$ cat src/rtl/tlef_pkg.sv
// Shared types and constants of the tank level echo filter.
`default_nettype none

package tlef_pkg;

	// Serial divider sizes: the dividend covers echo_us * 17, the divisor covers 1000.
	localparam int unsigned DIV_W   = 20;
	localparam int unsigned DVS_W   = 10;
	localparam int unsigned CNT_W   = 5;

	// Centimeter conversion: floor(echo * 17 / 1000) over all dividend bits.
	localparam logic [DVS_W-1:0] CM_DIVISOR = 10'd1000;
	localparam logic [CNT_W-1:0] CM_STEPS   = 5'd20;
	// Percent division uses only the upper 16 dividend bits.
	localparam logic [CNT_W-1:0] PCT_STEPS  = 5'd16;

	localparam logic [8:0] MAX_DIST_CM = 9'd510;
	localparam logic [6:0] PCT_FULL    = 7'd100;
	localparam logic [2:0] ERR_MAX     = 3'd7;

	// Configuration register indexes.
	localparam logic [2:0] REG_JUMP_LIMIT  = 3'd0;
	localparam logic [2:0] REG_ERROR_LIMIT = 3'd1;
	localparam logic [2:0] REG_EMPTY_CM    = 3'd2;
	localparam logic [2:0] REG_FULL_CM     = 3'd3;
	localparam logic [2:0] REG_LITERS      = 3'd4;

	typedef struct packed {
		logic             start;
		logic [CNT_W-1:0] steps;
	} sdiv_ctl_t;

endpackage

`default_nettype wire

$ cat src/rtl/tlef_sdiv.sv
// Bit-serial restoring divider, one quotient bit per cycle.
`default_nettype none

module tlef_sdiv (
	input  wire                     clk,
	input  wire                     arst_n,
	input  tlef_pkg::sdiv_ctl_t     ctl,
	input  wire [tlef_pkg::DIV_W-1:0] dividend,
	input  wire [tlef_pkg::DVS_W-1:0] divisor,
	output logic                    done,
	output logic [tlef_pkg::DIV_W-1:0] quotient
);
	import tlef_pkg::*;

	logic [DIV_W-1:0] num_q;
	logic [DIV_W-1:0] quo_q;
	logic [DVS_W-1:0] rem_q;
	logic [DVS_W-1:0] dvs_q;
	logic [CNT_W-1:0] cnt_q;
	logic             run_q;
	logic             done_q;

	logic [DVS_W:0]   trial;
	logic             fits;

	// The shifted remainder stays below twice the divisor, so one compare decides the bit.
	assign trial = {rem_q, num_q[DIV_W-1]};
	assign fits  = trial >= {1'b0, dvs_q};

	always_ff @(posedge clk or negedge arst_n) begin
		if (!arst_n) begin
			run_q  <= 1'b0;
			done_q <= 1'b0;
			cnt_q  <= '0;
		end else begin
			done_q <= 1'b0;
			if (ctl.start) begin
				run_q <= 1'b1;
				cnt_q <= ctl.steps;
			end else if (run_q) begin
				cnt_q <= cnt_q - 1'b1;
				if (cnt_q == CNT_W'(1)) begin
					run_q  <= 1'b0;
					done_q <= 1'b1;
				end
			end
		end
	end

	always_ff @(posedge clk) begin
		if (ctl.start) begin
			num_q <= dividend;
			dvs_q <= divisor;
			rem_q <= '0;
		end else if (run_q) begin
			num_q <= {num_q[DIV_W-2:0], 1'b0};
			quo_q <= {quo_q[DIV_W-2:0], fits};
			rem_q <= fits ? DVS_W'(trial - {1'b0, dvs_q}) : trial[DVS_W-1:0];
		end
	end

	assign done     = done_q;
	assign quotient = quo_q;

endmodule

`default_nettype wire

$ cat src/rtl/tank_level_echo_filter.sv
// Top level of the tank level echo filter.
//
// Input channel s_*: one transaction per echo reading, echo_us in s_tdata, relay_on and
// auto_mode in s_tuser. Output channel m_*: one transaction per reading with the
// filtered distance, fill percent, usage increment and the two status flags.
// Config write port cfg_we/cfg_index/cfg_data: user writes it while idle; not enforced.
//
// A reading runs through one shared bit-serial divider twice: 20 steps for the
// centimeter conversion, then 16 steps for the fill percent, while the usage product
// is built by a shift-add over the 8 bits of the volume-per-centimeter register.
// The result is registered in ST_FINISH once the output register is free. A new
// reading is taken only after the last one is through, since the input opens as the
// result is registered.
//
// s_tready is high whenever no reading is in work, even while a result still waits in
// the output register. If the receiver stalls, a finished reading waits for the output
// register to free up. Reset clears the filter state, returns the registers to their
// defaults and drops m_tvalid.
`default_nettype none

module tank_level_echo_filter #(
	parameter int unsigned ECHO_TIMEOUT_US = 30000
) (
	input  wire        clk,
	input  wire        arst_n,
	input  wire        s_tvalid,
	output logic       s_tready,
	input  wire [15:0] s_tdata,   // [14:0] echo_us, [15] zero
	input  wire [1:0]  s_tuser,   // [0] relay_on, [1] auto_mode
	output logic       m_tvalid,
	input  wire        m_tready,
	output logic [39:0] m_tdata,  // [8:0] distance_cm, [15:9] level_percent,
	                              // [32:16] usage_add, [39:33] zero
	output logic [1:0] m_tuser,   // [0] distance_valid, [1] safety_shutoff
	input  wire        cfg_we,
	input  wire [2:0]  cfg_index,
	input  wire [8:0]  cfg_data
);
	import tlef_pkg::*;

	typedef enum logic [2:0] {
		ST_IDLE,
		ST_DIV_CM,
		ST_FILTER,
		ST_PCT_START,
		ST_PCT,
		ST_FINISH
	} state_t;

	state_t state_q;

	logic [8:0] jump_q, empty_q, full_q;
	logic [2:0] errlim_q;
	logic [7:0] liters_q;

	logic       echo_ok_q, relay_q, auto_q;
	logic       hv_q, ht_q, shut_q;
	logic [8:0] valid_q, tracked_q, diff_q;
	logic [2:0] err_q;
	logic [6:0] held_q;
	logic [16:0] acc_q;
	logic [3:0] mcnt_q;

	logic        m_tvalid_q;
	logic [39:0] m_tdata_q;
	logic [1:0]  m_tuser_q;

	logic       in_acc;
	logic [14:0] echo;
	logic [16:0] echo_ext;
	logic [DIV_W-1:0] echo17;

	sdiv_ctl_t        div_ctl;
	logic [DIV_W-1:0] div_dividend;
	logic [DVS_W-1:0] div_divisor;
	logic             div_done;
	logic [DIV_W-1:0] div_quo;

	logic [8:0]  pct_x;
	logic [15:0] pct_num;

	// Filter step results
	logic [8:0] raw;
	logic [8:0] jdiff;
	logic       f_hv, f_lost;
	logic [8:0] f_valid;
	logic [2:0] f_err;
	logic [6:0] lvl;
	logic       out_free;

	assign s_tready = (state_q == ST_IDLE);
	assign in_acc   = s_tvalid && s_tready;
	assign echo     = s_tdata[14:0];
	assign echo_ext = {2'b00, echo};
	assign echo17   = (DIV_W'(echo) << 4) + DIV_W'(echo);
	assign out_free = !m_tvalid_q || m_tready;

	assign pct_x   = empty_q - valid_q;
	assign pct_num = (16'(pct_x) << 6) + (16'(pct_x) << 5) + (16'(pct_x) << 2);

	always_comb begin
		div_ctl.start = in_acc || (state_q == ST_PCT_START);
		div_ctl.steps = (state_q == ST_IDLE) ? CM_STEPS : PCT_STEPS;
		if (state_q == ST_IDLE) begin
			div_dividend = echo17;
			div_divisor  = CM_DIVISOR;
		end else begin
			div_dividend = {pct_num, 4'b0000};
			div_divisor  = {1'b0, empty_q - full_q};
		end
	end

	tlef_sdiv u_div (
		.clk      (clk),
		.arst_n   (arst_n),
		.ctl      (div_ctl),
		.dividend (div_dividend),
		.divisor  (div_divisor),
		.done     (div_done),
		.quotient (div_quo)
	);

	// Accept or reject the converted distance, then check for lost tracking.
	always_comb begin
		raw     = (div_quo > DIV_W'(MAX_DIST_CM)) ? MAX_DIST_CM : div_quo[8:0];
		jdiff   = (raw > valid_q) ? raw - valid_q : valid_q - raw;
		f_hv    = hv_q;
		f_valid = valid_q;
		f_err   = err_q;
		if (!hv_q) begin
			if (echo_ok_q && raw != 9'd0) begin
				f_hv    = 1'b1;
				f_valid = raw;
				f_err   = 3'd0;
			end
		end else if (echo_ok_q && raw != 9'd0 && jdiff <= jump_q) begin
			f_valid = raw;
			f_err   = 3'd0;
		end else if (err_q < ERR_MAX) begin
			f_err = err_q + 3'd1;
		end
		f_lost = (f_err >= errlim_q);
		if (f_lost) begin
			f_hv    = 1'b0;
			f_valid = 9'd0;
		end
	end

	always_comb begin
		if (!hv_q) begin
			lvl = held_q;
		end else if (valid_q >= empty_q) begin
			lvl = 7'd0;
		end else if (valid_q <= full_q) begin
			lvl = PCT_FULL;
		end else begin
			lvl = div_quo[6:0];
		end
	end

	always_ff @(posedge clk or negedge arst_n) begin
		if (!arst_n) begin
			jump_q   <= 9'd15;
			errlim_q <= 3'd5;
			empty_q  <= 9'd100;
			full_q   <= 9'd20;
			liters_q <= 8'd1;
		end else if (cfg_we) begin
			unique case (cfg_index)
				REG_JUMP_LIMIT:  jump_q   <= cfg_data;
				REG_ERROR_LIMIT: errlim_q <= cfg_data[2:0];
				REG_EMPTY_CM:    empty_q  <= cfg_data;
				REG_FULL_CM:     full_q   <= cfg_data;
				REG_LITERS:      liters_q <= cfg_data[7:0];
				default: ;
			endcase
		end
	end

	always_ff @(posedge clk or negedge arst_n) begin
		if (!arst_n) begin
			state_q    <= ST_IDLE;
			hv_q       <= 1'b0;
			valid_q    <= 9'd0;
			ht_q       <= 1'b0;
			tracked_q  <= 9'd0;
			err_q      <= 3'd0;
			held_q     <= 7'd0;
			m_tvalid_q <= 1'b0;
			m_tdata_q  <= '0;
			m_tuser_q  <= '0;
			echo_ok_q  <= 1'b0;
			relay_q    <= 1'b0;
			auto_q     <= 1'b0;
			shut_q     <= 1'b0;
			diff_q     <= 9'd0;
			acc_q      <= 17'd0;
			mcnt_q     <= 4'd0;
		end else begin
			// In ST_FINISH the output register is either refilled or still stalled.
			if (m_tvalid_q && m_tready && (state_q != ST_FINISH)) begin
				m_tvalid_q <= 1'b0;
			end
			unique case (state_q)
				ST_IDLE: begin
					if (in_acc) begin
						echo_ok_q <= (echo != 15'd0) && (echo_ext <= 17'(ECHO_TIMEOUT_US));
						relay_q   <= s_tuser[0];
						auto_q    <= s_tuser[1];
						state_q   <= ST_DIV_CM;
					end
				end
				ST_DIV_CM: begin
					if (div_done) begin
						state_q <= ST_FILTER;
					end
				end
				ST_FILTER: begin
					hv_q    <= f_hv;
					valid_q <= f_valid;
					err_q   <= f_err;
					shut_q  <= f_lost && relay_q && auto_q;
					if (f_lost) begin
						ht_q      <= 1'b0;
						tracked_q <= 9'd0;
					end
					state_q <= ST_PCT_START;
				end
				ST_PCT_START: begin
					acc_q  <= 17'd0;
					mcnt_q <= 4'd0;
					diff_q <= 9'd0;
					if (hv_q) begin
						if (!ht_q || relay_q) begin
							ht_q      <= 1'b1;
							tracked_q <= valid_q;
						end else if (10'(valid_q) >= 10'(tracked_q) + 10'd2) begin
							diff_q    <= valid_q - tracked_q;
							tracked_q <= valid_q;
						end else if (10'(valid_q) + 10'd2 <= 10'(tracked_q)) begin
							tracked_q <= valid_q;
						end
					end
					state_q <= ST_PCT;
				end
				ST_PCT: begin
					// Shift-add usage product, one bit of the volume per centimeter each cycle.
					if (!mcnt_q[3]) begin
						if (liters_q[mcnt_q[2:0]]) begin
							acc_q <= acc_q + (17'(diff_q) << mcnt_q[2:0]);
						end
						mcnt_q <= mcnt_q + 4'd1;
					end
					if (div_done) begin
						state_q <= ST_FINISH;
					end
				end
				ST_FINISH: begin
					if (out_free) begin
						held_q     <= lvl;
						m_tvalid_q <= 1'b1;
						m_tdata_q  <= {7'd0, acc_q, lvl, valid_q};
						m_tuser_q  <= {shut_q, hv_q};
						state_q    <= ST_IDLE;
					end
				end
				default: state_q <= ST_IDLE;
			endcase
		end
	end

	assign m_tvalid = m_tvalid_q;
	assign m_tdata  = m_tdata_q;
	assign m_tuser  = m_tuser_q;

endmodule

`default_nettype wire

$ cat config.mk
export PLATFORM = sky130hd
export DESIGN_NAME = tank_level_echo_filter
export DESIGN_NICKNAME = d
export VERILOG_FILES = /design/src/rtl/tlef_pkg.sv /design/src/rtl/tlef_sdiv.sv /design/src/rtl/tank_level_echo_filter.sv
export SDC_FILE = /design/constraint.sdc
export NUM_CORES = 1
export LEC_CHECK = 0
export ABC_AREA = 1
export BUFFER_PORTS_ARGS = -buffer_cell sky130_fd_sc_hd__buf_2
export CORE_AREA = 4 4 207 209
export CTS_CLUSTER_SIZE = 8
export DETAILED_ROUTE_END_ITERATION = 10
export DIE_AREA = 0 0 211 213
export HOLD_SLACK_MARGIN = 0.05
export PLACE_DENSITY_LB_ADDON = 0.2
export RECOVER_POWER = 50
export SYNTH_ARGS = -nofsm -noshare
export SYNTH_HDL_FRONTEND = slang
export SYNTH_SLANG_ARGS = --single-unit
$ cat constraint.sdc
create_clock -name clk -period 12.2 [get_ports clk]
set_clock_uncertainty 0.15 [all_clocks]
set_input_delay 0.61 -clock clk [delete_from_list [all_inputs] [get_ports clk]]
set_output_delay 0.61 -clock clk [all_outputs]
set_load 0.005 [all_outputs]
Word level (Yosys, flattened, before mapping)

Index checks and enable logic that the tools add are counted.

Flip-flop bits (word level): 208

Add/sub/neg operators: 15
$lt $le $gt $ge: 12
Equal/unequal tests: 22
Shifts and indexed selects: 1
Multiplexer cells: 58
Bitwise logic cells: 1
Reduce and logical (&&, ||, !) cells: 35

Operators with widths:

| kind                                                                  | number |
|---|---|
| 9-bit 2-to-1 mux                                                      | 14 |
| 20-bit 2-to-1 mux                                                     | 3 |
| 9-bit subtractor                                                      | 5 |
| 17-bit 2-to-1 mux                                                     | 2 |
| 17-bit one-hot mux with 2 select lines                                | 1 |
| 3-bit 2-to-1 mux                                                      | 9 |
| 7-bit 2-to-1 mux                                                      | 3 |
| 19-bit by 15-bit adder with 20-bit output                             | 1 |
| 9-bit by 2-bit adder with 10-bit output, second input constant        | 2 |
| 20-bit by 9-bit > comparator with 1-bit output, second input constant | 1 |
| 10-bit 2-to-1 mux                                                     | 2 |
| 9-bit <= comparator                                                   | 2 |
| 3-bit one-hot mux with 6 select lines                                 | 1 |
| 9-bit one-hot mux with 2 select lines                                 | 1 |
| 2-bit AND reduction                                                   | 9 |
| 17-bit adder                                                          | 1 |
| 9-bit by 3-bit left shift with 17-bit output                          | 1 |
| 15-bit by 14-bit adder with 16-bit output                             | 1 |
| 16-bit by 11-bit adder with 16-bit output                             | 1 |
| 1-bit 2-to-1 mux                                                      | 16 |
| 15-bit <= comparator, second input constant                           | 1 |
| 15-bit nonzero test                                                   | 1 |
| 3-bit by 2-bit equality test with 1-bit output, second input constant | 4 |
| 4-bit AND reduction                                                   | 3 |
| 34 further kinds                                                      | 59 |

Longest topological paths before layout

Gate-level depths: netlist (run 1).

Depth after elaboration: 11
Gate-level depth with buffers: 40

Cells and area by module

A second synthesis (run 1) with hierarchy kept.

Cell total of the unflattened synthesis: 1934
Area, all modules: 14560.2 um^2

Modules (own cells, without submodules):

| module                 | instances | cells each | area an instance (um^2) |
|---|---|---|---|
| tank_level_echo_filter | 1         | 1589       | 11329.6 |
| tlef_sdiv              | 1         | 345        | 3230.6 |

Least setup slack after synthesis (run 1)

OpenSTA, ideal clock, no wires.

Path kind: flip-flop to flip-flop
From: register u_div.quo_q[14], in the netlist u_div.quotient[14]
To: register tracked_q[1]
Arrival: 4.454 ns
Slack: 7.478 ns
Cell stages (with the launch flop): 37
Path buffers: 1
Clock period less this slack: 4.722 ns
Cells stage by stage: edfxtp_1 > nor2_1 > nand4_1 > nor2_1 > nand2_1 > nor2_1 > inv_1 > ha_1 > buf_2 > nand2_1 > nand2_1 > inv_1 > o21ai_0 > nand2_1 > nand4_1 > nand2_2 > inv_1 > nand2_1 > nand3_1 > nand2_1 > ha_1 > a21o_1 > nor2_1 > nand3_1 > nand2_1 > nand3_1 > nand3_1 > nand2_1 > ha_1 > nand2_1 > o211ai_1 > nand2_1 > inv_1 > nor2_1 > o21bai_4 > nand2_1 > nand2_1

Word-level cells in the longest chain between the ends: 11

RTL lines:

| what                                                   | RTL line                      | text |
|---|---|---|
| start: declaration                                     | tlef_sdiv.sv:16               | `logic [DIV_W-1:0] quo_q;` |
| start signal: assignment                               | tlef_sdiv.sv:57               | `quo_q <= {quo_q[DIV_W-2:0], fits};` |
| 20-bit by 9-bit > comparator with 1-bit output *       | tank_level_echo_filter.sv:125 | `raw = (div_quo > DIV_W'(MAX_DIST_CM)) ? MAX_DIST_CM : div_quo[8:0];` |
| 9-bit 2-to-1 mux *                                     | tank_level_echo_filter.sv:125 |  |
| 9-bit subtractor or 9-bit > comparator (tied branches) | tank_level_echo_filter.sv:126 | `jdiff = (raw > valid_q) ? raw - valid_q : valid_q - raw;` |
| 9-bit 2-to-1 mux                                       | tank_level_echo_filter.sv:126 |  |
| 9-bit <= comparator                                    | tank_level_echo_filter.sv:136 | `end else if (echo_ok_q && raw != 9'd0 && jdiff <= jump_q) begin` |
| 1-bit logical AND                                      | tank_level_echo_filter.sv:136 |  |
| 3-bit 2-to-1 mux                                       | tank_level_echo_filter.sv:136 |  |
| 3-bit 2-to-1 mux *                                     | tank_level_echo_filter.sv:130 | `if (!hv_q) begin` |
| named net f_err[2]                                     | tank_level_echo_filter.sv:87  | `logic [2:0] f_err;` |
| 3-bit greater-or-equal comparator *                    | tank_level_echo_filter.sv:142 | `f_lost = (f_err >= errlim_q);` |
| 2-bit != test (no source line) *                       | -                             |  |
| 4-bit AND reduction (no source line) *                 | -                             |  |
| end signal: assignment                                 | tank_level_echo_filter.sv:236 | `tracked_q <= valid_q;` |
| end signal: assignment                                 | tank_level_echo_filter.sv:239 | `tracked_q <= valid_q;` |
| end signal: assignment                                 | tank_level_echo_filter.sv:241 | `tracked_q <= valid_q;` |
| end: declaration                                       | tank_level_echo_filter.sv:58  | `logic [8:0] valid_q, tracked_q, diff_q;` |

Mark *: on every way through the listed nets, which the timed path passes. The rest lies on a longest branch.
A chain may end at the register's enable or synchronous reset.

==> impl_results.md, run 1 <==
- Status: finished with violations
- Violated checks: capacitance limit, slew limit
- Starting Density: 0.348
- Most frequent standard cell in the layout excluding fill and tap cells: nand2_1
- Die footprint: around 0.045 sq mm
- Htree depth: 1
- Fin area: roughly 0.016 sq mm
- Yosys top cell by area: dfrtp_1
- Critical path cell sequence: dlygate4sd3_1 > clkbuf_1 > clkbuf_1
- Data required time of the critical path: between 10 and 15 ns
- Standard-cell rows: 74
- Die Height: roughly 210 um
- Sink Count: between 200 and 250
- Number of library cell types mapped by synthesis: 50
- Clock transition at the registers of the reported paths: about 0.05 ns
- Ratio of cells with drive above 1 in the final layout: 0.0639
- Upper clock frequency limit: ~140 MHz
- Initial detailed-routing violation count: approximately 730
- Setup TNS: 0 ns
- FF+latch count, synth: around 200
- Post-DRT Antenna Nets: 0
- Post-place setup slack: ~6 ns
- Shortest period the worst path allows: 7.37 ns
- Slew Limit Fails: between 100 and 150
- Total of max-cap violations: 2
- Estimated wirelength of the detail-placed design: 28300 um
- Hold Path Depth: 3
- Kind of end point of the critical path: asynchronous set/reset pin
- Synthesis-to-finish area growth: 12.3%
- Minimum hold slack: 0.0952 ns
- Mean post-synth cell area: between 7 and 8 sq um
- CP max stage cell: clkbuf_1
- Clock Tree Buf Depth: 3
- Largest cells by area after synthesis: dfrtp_1, nand2_1, ha_1
- Core Footprint: between 0.04 and 0.05 sq mm
- Worst setup slack for register-to-register paths: 5.94 ns
- Setup slack after layout: ~4.8 ns
- Number of synthesized flops with an enable pin: 50
- Total power consumption of the routed design: roughly 4700 uW
- Antenna violations before repair: 0
- Synthesized cell area: about 0.014 sq mm
- Total DRC errors in the routed layout: 0
- Hold buffer count at cts: 1
- Post-DR vias/cell: 4.90
- Number of cells on the worst reg-to-reg path: 35
- CP max stage delay: roughly 3.0 ns
- NumNets Final: 2117
- Asr flop ratio synth: 0.701
- DRT Pass-1 Iters: 5
- Maximum resistive drop on vdd: around 0.21 mV
- RSZ-0062 raised after global routing: no
- Count of buffers inserted at the top-level ports: 70
- Power Dens Cells: 298 mW/mm^2
- Worst-Skew Late Latency: between 0.5 and 0.6 ns
- Share of the synthesized area in the top cell type: 0.227
- Normalized max-slew margin: -1.83
- Mapped Cells: between 1500 and 2000
- Vias in the first global route: between 10000 and 15000
- Yosys warnings: 0
- CP Data Arrival Time: between 7 and 8 ns
- Per-cell routed wire length: around 15 um
- Cell area reported after detailed placement: ~0.015 sq mm
- CP max FO: between 70 and 80
- GRT Util Overall: 0.166
- Post-CTS setup buffer count: 0
- Antenna fix cells: 0
- Most common cell type on the critical path: clkbuf_1
- Total Wirelength: 37300 um
- Total of endpoints with negative setup slack in the final report: 0
- Leakage power: between 0.007 and 0.008 uW
- Largest net degree at the start of global routing: 76
- Clock tree from TritonCTS: yes
- Routability Congestion: 0.879
- Part of the cycle the worst path needs: 0.604
- Routed via count: roughly 12000
- Primary FF master, synth: dfrtp_1
- Hold crit path type: in -> reg
- Number of ports placed on the die boundary: 79
- Die span in x: 211 um
- CP Class: in -> async
- Commonest cells after routing, fill and taps aside: nand2_1, inv_1, nor2_1, o21ai_0, ha_1
- Worst slew pin tran: 4.25 ns
- Startpoint types: input port
- First-pass GRT wire length: 61200 um
- Post-cts resize count: 0
- Number of CTS-inserted buffers: 30
- Number of endpoints with negative hold slack in the final report: 0
- Root buffer cell: clkbuf_16
- Portion of the post-synthesis area used by sequential elements: 0.369
- Grt ovf: 0
per-stage QoR:
step                std cells   util
CTS                      2488  0.392
global placement         2431  0.369
global route             2488  0.391
finish                   2488  0.391
detailed placement       2431  0.369
floorplan                1867      -
sequential cells by signal (all words and copies together), names as in the netlist, 5 cells and up:
signal          count
m_tdata            27
u_div.num_q        20
u_div.quotient     20
acc_q              17
u_div.dvs_q        10
u_div.rem_q        10
diff_q              9
empty_q             9
full_q              9
jump_q              9
tracked_q           9
valid_q             9
liters_q            8
held_q              6
u_div.cnt_q         5
cells in the mapped netlist, types with 9 or more instances:
| master | instances |
|---|---|
| a21oi_1 | 98 |
| buf_2 | 16 |
| clkbuf_1 | 17 |
| dfrtp_1 | 129 |
| dfstp_2 | 12 |
| dfxtp_1 | 10 |
| edfxtp_1 | 50 |
| fa_1 | 16 |
| ha_1 | 134 |
| inv_1 | 222 |
| nand2_1 | 523 |
| nand3_1 | 113 |
| nand3b_1 | 9 |
| nand4_1 | 19 |
| nor2_1 | 143 |
| nor3_1 | 20 |
| o211ai_1 | 14 |
| o21ai_0 | 139 |
| o21ai_1 | 21 |
| o22ai_1 | 12 |
| xnor2_1 | 23 |
| xor2_1 | 35 |
cells by family after synthesis:
family	count (synthesis)	synth area share
adder cells (fa/ha/maj)	150	0.140
AO/OA/AOI/OAI	318	0.124
multiplexers	7	0.00493
XOR/XNOR	58	0.0357
AND/OR/NAND/NOR	857	0.251
other	1	0.000264
flip-flops	201	0.369
buffers and inverters	269	0.0745
report_power, final:
part | switching, uW | internal [uW]
Sequential | 199 | 953
Clock | 310 | 492
Combinational | 1750 | 1040
worst max-delay path: cells and delay by family:
kind | cells | cell delay (ns)
buf+inv | 3 | 6.25
final timing paths:
| kind | start | endpoint |
|---|---|---|
| max | arst_n | jump_q[8] |
| min | s_tuser[1] | auto_q |
| max reg2reg | u_div.quotient[10] | tracked_q[6] |
| min reg2reg | u_div.quotient[12] | u_div.quotient[13] |
| max in group clk | u_div.quotient[10] | tracked_q[6] |
| min in group asynchronous | arst_n | echo_ok_q |
area by class of cell:
cell class | count | area [sq um]
clock buffer | 53 | 857
clock inverter | 3 | 65.1
fill | 4231 | 24900
inverter | 228 | 856
multi-input combinational | 1397 | 7930
sequential | 201 | 5250
tap | 532 | 666
timing repair buffer | 74 | 347
per-layer routing:
metal,up-vias,part of all wire,GRT usage
met5,-,0,0
met3,44,0.039,0.0206
li1,6268,-,-
met2,229,0.43,0.255
met1,5638,0.51,0.249
met4,0,0.021,0.0398
Power figures use the tool's default switching activity.
==> run 2, diff against run 1 <==
==> constraint.sdc (replaced) <==
create_clock -name clk -period 6.5 [get_ports clk]
set_clock_uncertainty 0.15 [all_clocks]
set_input_delay 0.325 -clock clk [delete_from_list [all_inputs] [get_ports clk]]
set_output_delay 0.325 -clock clk [all_outputs]
set_load 0.005 [all_outputs]
==> run 2 against run 1 <==
The flow still finishes with violations (capacitance limit, slew limit). Sequential share of layout area is 0.29 points lower. Hold slack lost 0.021 ns. Clock power grew 81%. Routed wire length rose by 2.6%. Utilization rose by 0.35 points. Cell count increased by 0.76%. First-iteration DRC count rose by 21%. Largest cell class unchanged. Largest power group unchanged. Highest routed layer unchanged.
==> impl_results.md, run 2 (synthesized netlist as in run 1, its figures left out) <==
- CP Class: reg -> reg
- NumNets Final: approximately 2100
- Total Wirelength: between 30000 and 40000 um
- Core Footprint: about 0.041 sq mm
- Upper clock frequency limit: around 170 MHz
- Routability Congestion: just under 0.9
- Violated checks: capacitance limit, slew limit
- RSZ-0062 raised after global routing: no
- Number of ports placed on the die boundary: slightly below 80
- Sink Count: roughly 200
- CP max stage cell: ha_2
- Grt ovf: 0
- Routed via count: roughly 12000
- Antenna violations before repair: 0
- Switching Fraction: 0.482
- Fin area: roughly 0.016 sq mm
- Synthesis-to-finish area growth: 13.3%
- Root buffer cell: clkbuf_16
- Worst-Skew Late Latency: between 0.5 and 0.6 ns
- Htree depth: 1
- Standard-cell rows: 74
- Die Height: ~210 um
- Startpoint types: register
- Post-DR vias/cell: 4.92
- Hold crit path type: in -> reg
- Most frequent standard cell in the layout excluding fill and tap cells: nand2_1
- Normalized max-slew margin: -1.73
- Estimated wirelength of the detail-placed design: about 29000 um
- Starting Density: 0.348
- Largest net degree at the start of global routing: 74
- Slew Limit Fails: between 70 and 80
- Post-DRT Antenna Nets: 0
- Count of buffers inserted at the top-level ports: 70
- Number of filler cells placed in the layout: between 4000 and 5000
- Power Dens Cells: ~560 mW/mm^2
- DRT Pass-1 Iters: 7
- Part of the cycle the worst path needs: 0.895
- Power share of the clock group: 0.162
- Worst slew pin tran: 4.10 ns
- Internal power contribution: about 4600 uW
- Ratio of cells with drive above 1 in the final layout: 0.0673
- Switching component of the power: 4320 uW
- Maximum resistive drop on vdd: between 0.3 and 0.4 mV
- Clock tree from TritonCTS: yes
- Cell area reported after detailed placement: 0.0151 sq mm
- Vias in the first global route: 11800
- Per-cell routed wire length: around 15 um
- Setup TNS: 0 ns
- # placed instances: roughly 2400
- Commonest cells after routing, fill and taps aside: nand2_1, inv_1, nor2_1, o21ai_0, ha_1
- Number of standard cells in the final layout excluding fillers: between 2000 and 3000
- Initial detailed-routing violation count: between 800 and 900
- Shortest period the worst path allows: between 5 and 6 ns
- Total of endpoints with negative setup slack in the final report: 0
- Leakage power: a little under 0.008 uW
- Number of CTS-inserted buffers: 29
- CP max stage delay: around 0.44 ns
- Number of flip-flops in the largest register: 27
- CP max FO: 10
- Die footprint: around 0.045 sq mm
- Status: finished with violations
- GRT Util Overall: 0.171
- Fraction of power consumed by sequential logic: 0.235
- Number of endpoints with negative hold slack in the final report: 0
- Clock transition at the registers of the reported paths: 0.06 ns
- Kind of end point of the critical path: register
- First-pass GRT wire length: between 60000 and 70000 um
- CP Data Arrival Time: 6.13 ns
- Most common cell type on the critical path: nand2_1
- Total DRC errors in the routed layout: 0
- Clock Tree Buf Depth: 3
- Die span in x: 211 um
- Total of max-cap violations: 1
- Data required time of the critical path: 6.81 ns
- Antenna fix cells: 0
- Post-CTS setup buffer count: 0
- Comb power frac: 0.603
run 2: cell count changes in the layout (fill, tap and decap cells not counted), moves of 2 or more:
cell,previous run,this run
dlygate4sd3_1,1,15
buf_4,1,9
buf_2,47,43
clkbuf_1,46,50
ha_1,134,132
ha_2,0,2
nor2_1,145,143
nor2_2,6,8
run 2: timing repair:
item                                    4_1_cts  5_1_grt
endpoints found under the setup margin        0       19
gates resized for setup                       0        6
hold buffers                                 15        0
hold endpoints to repair                    109        0
run 2: final cells by class:
cell class	instances	area (sq um)	area share
Clock buffer	53	836	0.0519
Inverter	228	856	0.0531
Tap cell	532	666	0.0413
Clock inverter	1	20.0	0.00124
Multi-Input combinational cell	1397	7940	0.493
Timing Repair Buffer	95	538	0.0334
Sequential cell	201	5250	0.326
run 2: routing by layer:
layer  GRT usage  wire length (um)  up-vias
met5           0                 0        -
met4      0.0465               964        0
met3      0.0226              2160       55
met2       0.262             16300      278
met1       0.254             18800     5696
li1            -                 -     6315
run 2: through the flow:
stage / total power, uW / setup slack, ns / hold slack [ns] / utilization
after CTS: 9060 / 0.416 / 0.0513 / 0.395
after global routing: 10000 / 0.0360 / 0.0778 / 0.394
after detailed placement: 7530 / 0.435 / 0.247 / 0.371
final: 8960 / 0.681 / 0.0746 / 0.394
after floorplan: 6190 / 1.78 / -0.121 / -
after global placement: 7470 / 0.504 / 0.239 / 0.371
run 2: power groups by stage:
stage          sequential, uW  combinational (uW)  clock [uW]
3_5_place_dp             2120                5410           0
3_3_place_gp             2110                5360           0
6_report                 2100                5400        1450
4_1_cts                  2100                5450        1500
2_1_floorplan            2020                4170           0
5_1_grt                  2160                6320        1560
run 2: worst paths after layout:
check	startpoint	endpoint	slack, ns	cells after the start
min reg2reg	u_div.quotient[10]	u_div.quotient[11]	0.30	0
max reg2reg	u_div.quotient[10]	valid_q[8]	0.68	34
max	u_div.quotient[10]	valid_q[8]	0.68	34
min in group asynchronous	arst_n	u_div.cnt_q[1]	1.58	2
max in group asynchronous	arst_n	empty_q[7]	1.95	3
min	s_tvalid	u_div.cnt_q[2]	0.07	3
run 2: critical path, delay by kind of cell, from the launching register on:
family / cells / cell delay, ns
adders and majority gates: 3 / 1.05
AOI/OAI and AO/OA: 2 / 0.58
and+or+nand+nor: 26 / 3.27
DFF: 1 / 0.37
buffers and inverters: 3 / 0.28
==> run 3, diff against run 2 <==
--- a/config.mk
+++ b/config.mk
@@ -8,6 +8,7 @@
 export ABC_AREA = 1
 export BUFFER_PORTS_ARGS = -buffer_cell sky130_fd_sc_hd__buf_2
 export CORE_AREA = 4 4 207 209
+export CTS_BUF_LIST = sky130_fd_sc_hd__clkbuf_4
 export CTS_CLUSTER_SIZE = 8
 export DETAILED_ROUTE_END_ITERATION = 10
 export DIE_AREA = 0 0 211 213
==> run 3 against run 2 <==
The flow still finishes with violations (capacitance limit, slew limit). Fmax up 0.30%. Sequential power is essentially flat. Sequential share of layout area fell by 0.57 points. Cell count up 3.7%. Flip-flop and latch count did not move. Combinational power is 0.7% higher. Hold slack better by 0.078 ns. Power shrank 1.2%.
==> impl_results.md, run 3 (synthesized netlist as in run 1, its figures left out) <==
- Status: finished with violations
- Violated checks: capacitance limit, slew limit
- Leakage power: approximately 0.008 uW
- Largest net degree at the start of global routing: 73
- Hold crit path type: in -> reg
- Clock Tree Buf Depth: 3
- CP Class: reg -> reg
- Startpoint types: register
- Antenna violations before repair: 1
- Normalized max-slew margin: -1.68
- CP max stage delay: about 0.44 ns
- Number of filler cells placed in the layout: ~4200
- Routed via count: approximately 13000
- Most frequent standard cell in the layout excluding fill and tap cells: nand2_1
- Total Wirelength: ~40000 um
- Worst slew pin tran: just over 4 ns
- Per-cell routed wire length: ~15 um
- Number of CTS-inserted buffers: 61
- Area of the multi-input gates: approximately 0.0079 sq mm
- Total DRC errors in the routed layout: 0
- GRT Util Overall: 0.175
- Clock transition at the registers of the reported paths: around 0.070 ns
- Root buffer cell: clkbuf_4
- Kind of end point of the critical path: register
- Sequential standard cell area: around 0.0052 sq mm
- Standard-cell rows: 74
- First-pass GRT wire length: ~64000 um
- Min-delay src: s_tdata[8]
- Upper clock frequency limit: between 150 and 200 MHz
- Number of ports placed on the die boundary: between 70 and 80
- Total of max-cap violations: 2
- Die span in x: 211 um
- NumNets Final: 2200
- Initial detailed-routing violation count: about 760
- Post-CTS setup buffer count: 0
- Setup TNS: 0 ns
- Estimated wirelength of the detail-placed design: roughly 29000 um
- Htree depth: 2
- Crit Reg-Reg Startpoint: u_div.quotient[10]
- Count of buffers inserted at the top-level ports: 70
- Most common cell type on the critical path: nand2_1
- Number of cells on the worst reg-to-reg path: 35
- Reg-to-Reg End: tracked_q[7]
- Total power consumption of the routed design: slightly below 9000 uW
- CP Data Arrival Time: ~6.3 ns
- Post-DR vias/cell: between 4 and 5
- Vias in the first global route: about 12000
- Commonest cells after routing, fill and taps aside: nand2_1, inv_1, nor2_1, o21ai_0, ha_1
- Worst-Skew Late Latency: roughly 0.80 ns
- Sink Count: 201
- Clock tree from TritonCTS: yes
- Number of flip-flops in the largest register: 27
- CP bufs+invs: 4
- CP max stage cell: ha_2
- Power Dens Cells: around 540 mW/mm^2
- Largest delay contributor family on the critical path: simple AND/OR/NAND/NOR gates
- Post-DRT Antenna Nets: 0
- Maximum resistive drop on vdd: ~0.35 mV
- Part of the cycle the worst path needs: 0.893
- Die Height: about 210 um
- Die footprint: between 0.04 and 0.05 sq mm
- Starting Density: 0.348
- Slew Limit Fails: about 140
- Synthesis-to-finish area growth: 15.3%
- Number of endpoints with negative hold slack in the final report: 0
- Core Footprint: ~0.041 sq mm
- Worst setup slack for register-to-register paths: roughly 0.7 ns
- DRT Pass-1 Iters: 5
- End of the worst hold path: u_div.num_q[12]
- Shortest period the worst path allows: between 5 and 6 ns
- Total of endpoints with negative setup slack in the final report: 0
- Grt ovf: 0
- Hold Path Depth: 5
- Routability Congestion: 0.868
- CP max FO: 10
- Ratio of cells with drive above 1 in the final layout: 0.101
- Data required time of the critical path: approximately 7.0 ns
[run 3: cell count changes in the layout (fill, tap and decap cells not counted), sizes merged]
cell,delta
buf,+3
bufinv,+1
clkbuf,+41
clkinv,+17
diode,+1
dlygate4sd3,+30
[run 3: per-stage QoR]
step	util	std cells	area [sq um]	hold WS, ns	setup slack, ns
finish	0.401	2600	16400	0.153	0.699
detailed placement	0.371	2438	15100	0.247	0.435
global route	0.401	2600	16400	0.141	-0.00962
global placement	0.371	2438	15100	0.239	0.504
CTS	0.403	2599	16400	0.0666	0.416
floorplan	-	1867	14200	-0.121	1.78
[run 3: layout make-up]
cell class              instances  share of cell area
well taps                     532              0.0406
flip-flops and latches        201               0.320
clock buffers                  96              0.0440
inverters                     228              0.0522
repair buffers                126              0.0514
clock inverters                19             0.00710
diodes                          1            0.000153
multi-input cells            1397               0.485
[run 3: report_power, final]
part           internal [uW]  switching (uW)
logic                   2020            3420
clock network            713             603
registers               1790             311
total                   4520            4330
[run 3: tightest hold or removal path, stage by stage]
cell     delay [ns]
buf_2          0.12
ha_1           0.23
a21oi_1        0.09
nand2_1        0.06
a21oi_1        0.06
[run 3: how the worst max path moves through the flow]
stage                                  start            to  slack [ns]  depth (start not counted)
after floorplan           u_div.quotient[14]  tracked_q[1]        1.78                         36
after detailed placement  u_div.quotient[10]  tracked_q[1]        0.43                         35
final                     u_div.quotient[10]  tracked_q[7]        0.70                         35
after global routing      u_div.quotient[10]  tracked_q[7]       -0.01                         33
after CTS                 u_div.quotient[10]  tracked_q[7]        0.42                         35
after global placement    u_div.quotient[10]  tracked_q[5]        0.50                         35
[run 3: routing by layer]
metal,global-route usage,vias to the layer above,routed length [um]
met2,0.266,281,16600
met4,0.0677,0,1280
met5,0,-,0
met1,0.251,5955,19100
li1,-,6482,-
met3,0.0291,84,1900
[run 3: repair_timing]
item,4_1_cts,5_1_grt
hold buffers,46,0
endpoints found under the hold margin,147,0
gates resized for setup,0,6
setup endpoints to repair,0,20
